File: config.mk
export PLATFORM = sky130hd
export DESIGN_NAME = hlw_div3
export DESIGN_NICKNAME = d
export VERILOG_FILES = /design/src/rtl/heading_lowpass_with_wrap_defines.svh /design/src/rtl/hlw_div3.sv
export SDC_FILE = /design/constraint.sdc
export NUM_CORES = 1
export LEC_CHECK = 0
export BUFFER_PORTS_ARGS = -buffer_cell sky130_fd_sc_hd__buf_4
export CAP_MARGIN = 5
export CORE_ASPECT_RATIO = 1.75
export CORE_MARGIN = 2
export CORE_UTILIZATION = 50
export DETAILED_ROUTE_END_ITERATION = 7
export PLACE_DENSITY = 0.67
export SYNTH_ARGS = -nofsm -noshare
export SYNTH_HDL_FRONTEND = slang
export SYNTH_SLANG_ARGS = --single-unit
export TNS_END_PERCENT = 30
File: constraint.sdc
create_clock -name vclk -period 9.4
set_clock_uncertainty 0.15 [all_clocks]
set_input_delay 0.47 -clock vclk [all_inputs]
set_output_delay 0.47 -clock vclk [all_outputs]
set_load 0.05 [all_outputs]
File: src/rtl/heading_lowpass_with_wrap_defines.svh
// ----------------------------------------------------------------------------
// heading_lowpass_with_wrap_defines.svh
// Assertion macros shared by the heading smoother RTL.
// ----------------------------------------------------------------------------
`ifndef HEADING_LOWPASS_WITH_WRAP_DEFINES_SVH
`define HEADING_LOWPASS_WITH_WRAP_DEFINES_SVH

// same-cycle implication, checked on the rising clock outside reset
`define HLW_ASSERT_NOW(label, ante, cons, msg) \
   label: assert property (@(posedge clock) disable iff (reset) (ante) |-> (cons)) \
      else $error(msg);

// next-cycle implication, checked on the rising clock outside reset
`define HLW_ASSERT_NEXT(label, ante, cons, msg) \
   label: assert property (@(posedge clock) disable iff (reset) (ante) |=> (cons)) \
      else $error(msg);

`endif

File: src/rtl/hlw_div3.sv
// ----------------------------------------------------------------------------
// hlw_div3
// Signed floor division by three through a reciprocal multiply.
// ----------------------------------------------------------------------------
module hlw_div3 #(
   parameter int WIDTH = 33
) (
   input  logic signed [WIDTH-1:0] num,
   output logic signed [WIDTH-1:0] quo
);

   // magnitude width; a negative value is folded with a one's complement
   localparam int MAG_BITS = WIDTH - 1;
   localparam int PROD_BITS = 2 * MAG_BITS;
   // ceil(2^WIDTH / 3): exact floor(u/3) for every u below 2^MAG_BITS
   localparam longint unsigned RECIP = ((64'd1 << WIDTH) + 64'd2) / 64'd3;
   localparam logic [MAG_BITS-1:0] RECIP_K = MAG_BITS'(RECIP);

   logic                   neg;
   logic [MAG_BITS-1:0]    mag;
   logic [PROD_BITS-1:0]   prod;
   logic [WIDTH-3:0]       mag_quo;

   // floor(n/3) = -1 - floor(~n/3) for negative n
   assign neg     = num[WIDTH-1];
   assign mag     = neg ? ~num[MAG_BITS-1:0] : num[MAG_BITS-1:0];
   assign prod    = PROD_BITS'(mag) * PROD_BITS'(RECIP_K);
   assign mag_quo = prod[PROD_BITS-1:WIDTH];
   assign quo     = {{2{neg}}, (neg ? ~mag_quo : mag_quo)};

endmodule

==> impl_metrics.env <==
export IMPL_worstMarginPinSlew_ns=0.841
export IMPL_clock_buffers=0
export IMPL_drv_cap=0
export IMPL_cp_common_cell="fa_1"
export IMPL_routed_wirelength_mm=54.7
export IMPL_hp_start="num[32]"
export IMPL_gp_congestion=1.03
export IMPL_synth_most_common_cell="inv_1"
export IMPL_grt_max_degree=26
export IMPL_via_count=12500
export IMPL_synthTopCellsByCount="inv_1, fa_1, ha_1"
export IMPL_drive_gt1_share_pct=7.64
export IMPL_post_place_ws_ns=0.515
export IMPL_core_area_um2=33500
export IMPL_initial_core_util_pct=50.5
export IMPL_multiInputGateArea_um2=14800
export IMPL_antenna_found_initial=0
export IMPL_status="finished clean"
export IMPL_setup_viol_count_final=0
export IMPL_synth_cell_type_count=64
export IMPL_fill_cells=3127
export IMPL_min_period_ns=8.99
export IMPL_min_path_cells=2
export IMPL_io_pins=66
export IMPL_period_share_pct=95.6
export IMPL_ys_seq_area_share_pct=0
export IMPL_place_hpwl_mm=50.8
export IMPL_arrival_ns=8.37
export IMPL_fmax_mhz=111
export IMPL_cts_setup_buffers=0
export IMPL_syn_area_um2=16900
export IMPL_layout_setup_ws_ns=0.414
export IMPL_finalSetupTns_ns=0
export IMPL_crit_fanout=16
export IMPL_ff_latch_area_um2=0
export IMPL_first_iter_violations=492
export IMPL_first_pass_iters=5
export IMPL_startpoint_type="input port"
export IMPL_rows=89
export IMPL_endpoint_kind="primary output"
export IMPL_whs_ns=1.16
export IMPL_routed_via_density=5.39
export IMPL_finalHoldViolations=0
export IMPL_ys_warn_count=0
export IMPL_remaining_drc_errors=0
export IMPL_cts_resized=0
export IMPL_die_area_um2=35400
export IMPL_area_delta_synth_final_pct=8.03
export IMPL_die_x_um=143
export IMPL_slew_violations=0
export IMPL_synth_top_area_cell="fa_1"
export IMPL_nets=2579
export IMPL_wire_per_inst_um=23.6
export IMPL_critical_path_max_stage_delay_ns=0.68
export IMPL_diodes=0
export IMPL_crit_required_ns=8.78
export IMPL_grt_pass1_vias=14500
export IMPL_syn_avg_cell_area_um2=9.60
export IMPL_ant_nets=0
export IMPL_synth_top_cell_area_share_pct=42.5
export IMPL_synthesis_nets=2480
export IMPL_slew_headroom_pct=43.7
export IMPL_rsz0062_at_grt="false"
export IMPL_grt_util_all_layers_pct=33.0
export IMPL_gr_total_overflow=0
export IMPL_grt_pass1_wl_mm=84.7
export IMPL_hold_buffers=0
export IMPL_slowest_stage="xor2_1"
export IMPL_worstHoldEndpoint="quo[32]"
export IMPL_seq_cell_count=0
export IMPL_die_y_um=247
export IMPL_criticalPathCategory="input port to primary output"
export IMPL_yosys_top_cells_area="fa_1, ha_1, inv_1, xnor2_1, xor2_1"
export IMPL_syn_inst=1762
export IMPL_io_buffers=66
export IMPL_hp_class="input port to primary output"
==> per-stage QoR <==
step | util, % | instance area (um^2) | cells
after floorplan | - | 16900 | 1762
after global placement | 54.5 | 18300 | 2314
after detailed placement | 54.5 | 18300 | 2314
after CTS | 54.5 | 18300 | 2314
after global routing | 54.5 | 18300 | 2314
final | 54.5 | 18300 | 2314
==> worst max path at each step <==
stage | startpoint | to | slack (ns) | cells past startpoint
3_3_place_gp | num[32] | quo[29] | 0.49 | 28
5_1_grt | num[32] | quo[15] | 0.08 | 28
6_report | num[32] | quo[29] | 0.41 | 28
2_1_floorplan | num[32] | quo[24] | 0.25 | 25
4_1_cts | num[32] | quo[29] | 0.51 | 28
3_5_place_dp | num[32] | quo[29] | 0.52 | 28
==> worst max-delay path: cells and delay by family <==
family,cells,cell delay [ns]
compound gates,7,1.60
simple gates,3,0.49
buf+inv,7,0.97
xor+xnor,3,1.29
fa+ha+maj,8,3.52
==> layer usage <==
layer  global-route usage (%)  routed length (um)  up-vias
li1                         -                   -     5646
met1                     30.0               16400     6255
met2                     62.4               29600      362
met3                     2.49                1440      216
met4                     31.7                7210        0
met5                        0                   0        -
==> cells by family after synthesis <==
family / after synthesis / share of synthesized area (%)
AO/OA/AOI/OAI: 195 / 7.68
XOR/XNOR: 153 / 7.92
adder cells (fa/ha/maj): 685 / 66.6
buffers and inverters: 548 / 12.3
AND/OR/NAND/NOR: 181 / 5.48
==> cells in the final DEF, fill, tap and decap left out, drive strengths merged, types with 2 or more instances in the layout <==
cell type,n
o311ai,3
nand3,19
and2,7
nand2,49
o22ai,2
buf,121
inv,524
o2111ai,2
a21oi,66
a21o,36
nor2,31
o211ai,6
o21bai,8
nor3,6
o21a,6
and4,3
and3,24
nor4,2
fa,359
xor2,70
or4,3
ha,326
xnor2,83
a211o,3
a211oi,6
o21ai,33
or2,4
a2111oi,3
nand4,12
a31oi,6
nand2b,13
nor2b,4
a221oi,2
o31ai,3
==> final cells by class <==
| type | instances | share of cell area, % |
|---|---|---|
| Inverter | 524 | 10.8 |
| Tap cell | 455 | 3.11 |
| Multi-Input combinational cell | 1214 | 81.2 |
| Timing Repair Buffer | 121 | 4.97 |
Power is not shown: default switching activity piles up to over one toggle a cycle in this logic, so the estimate is an artifact.
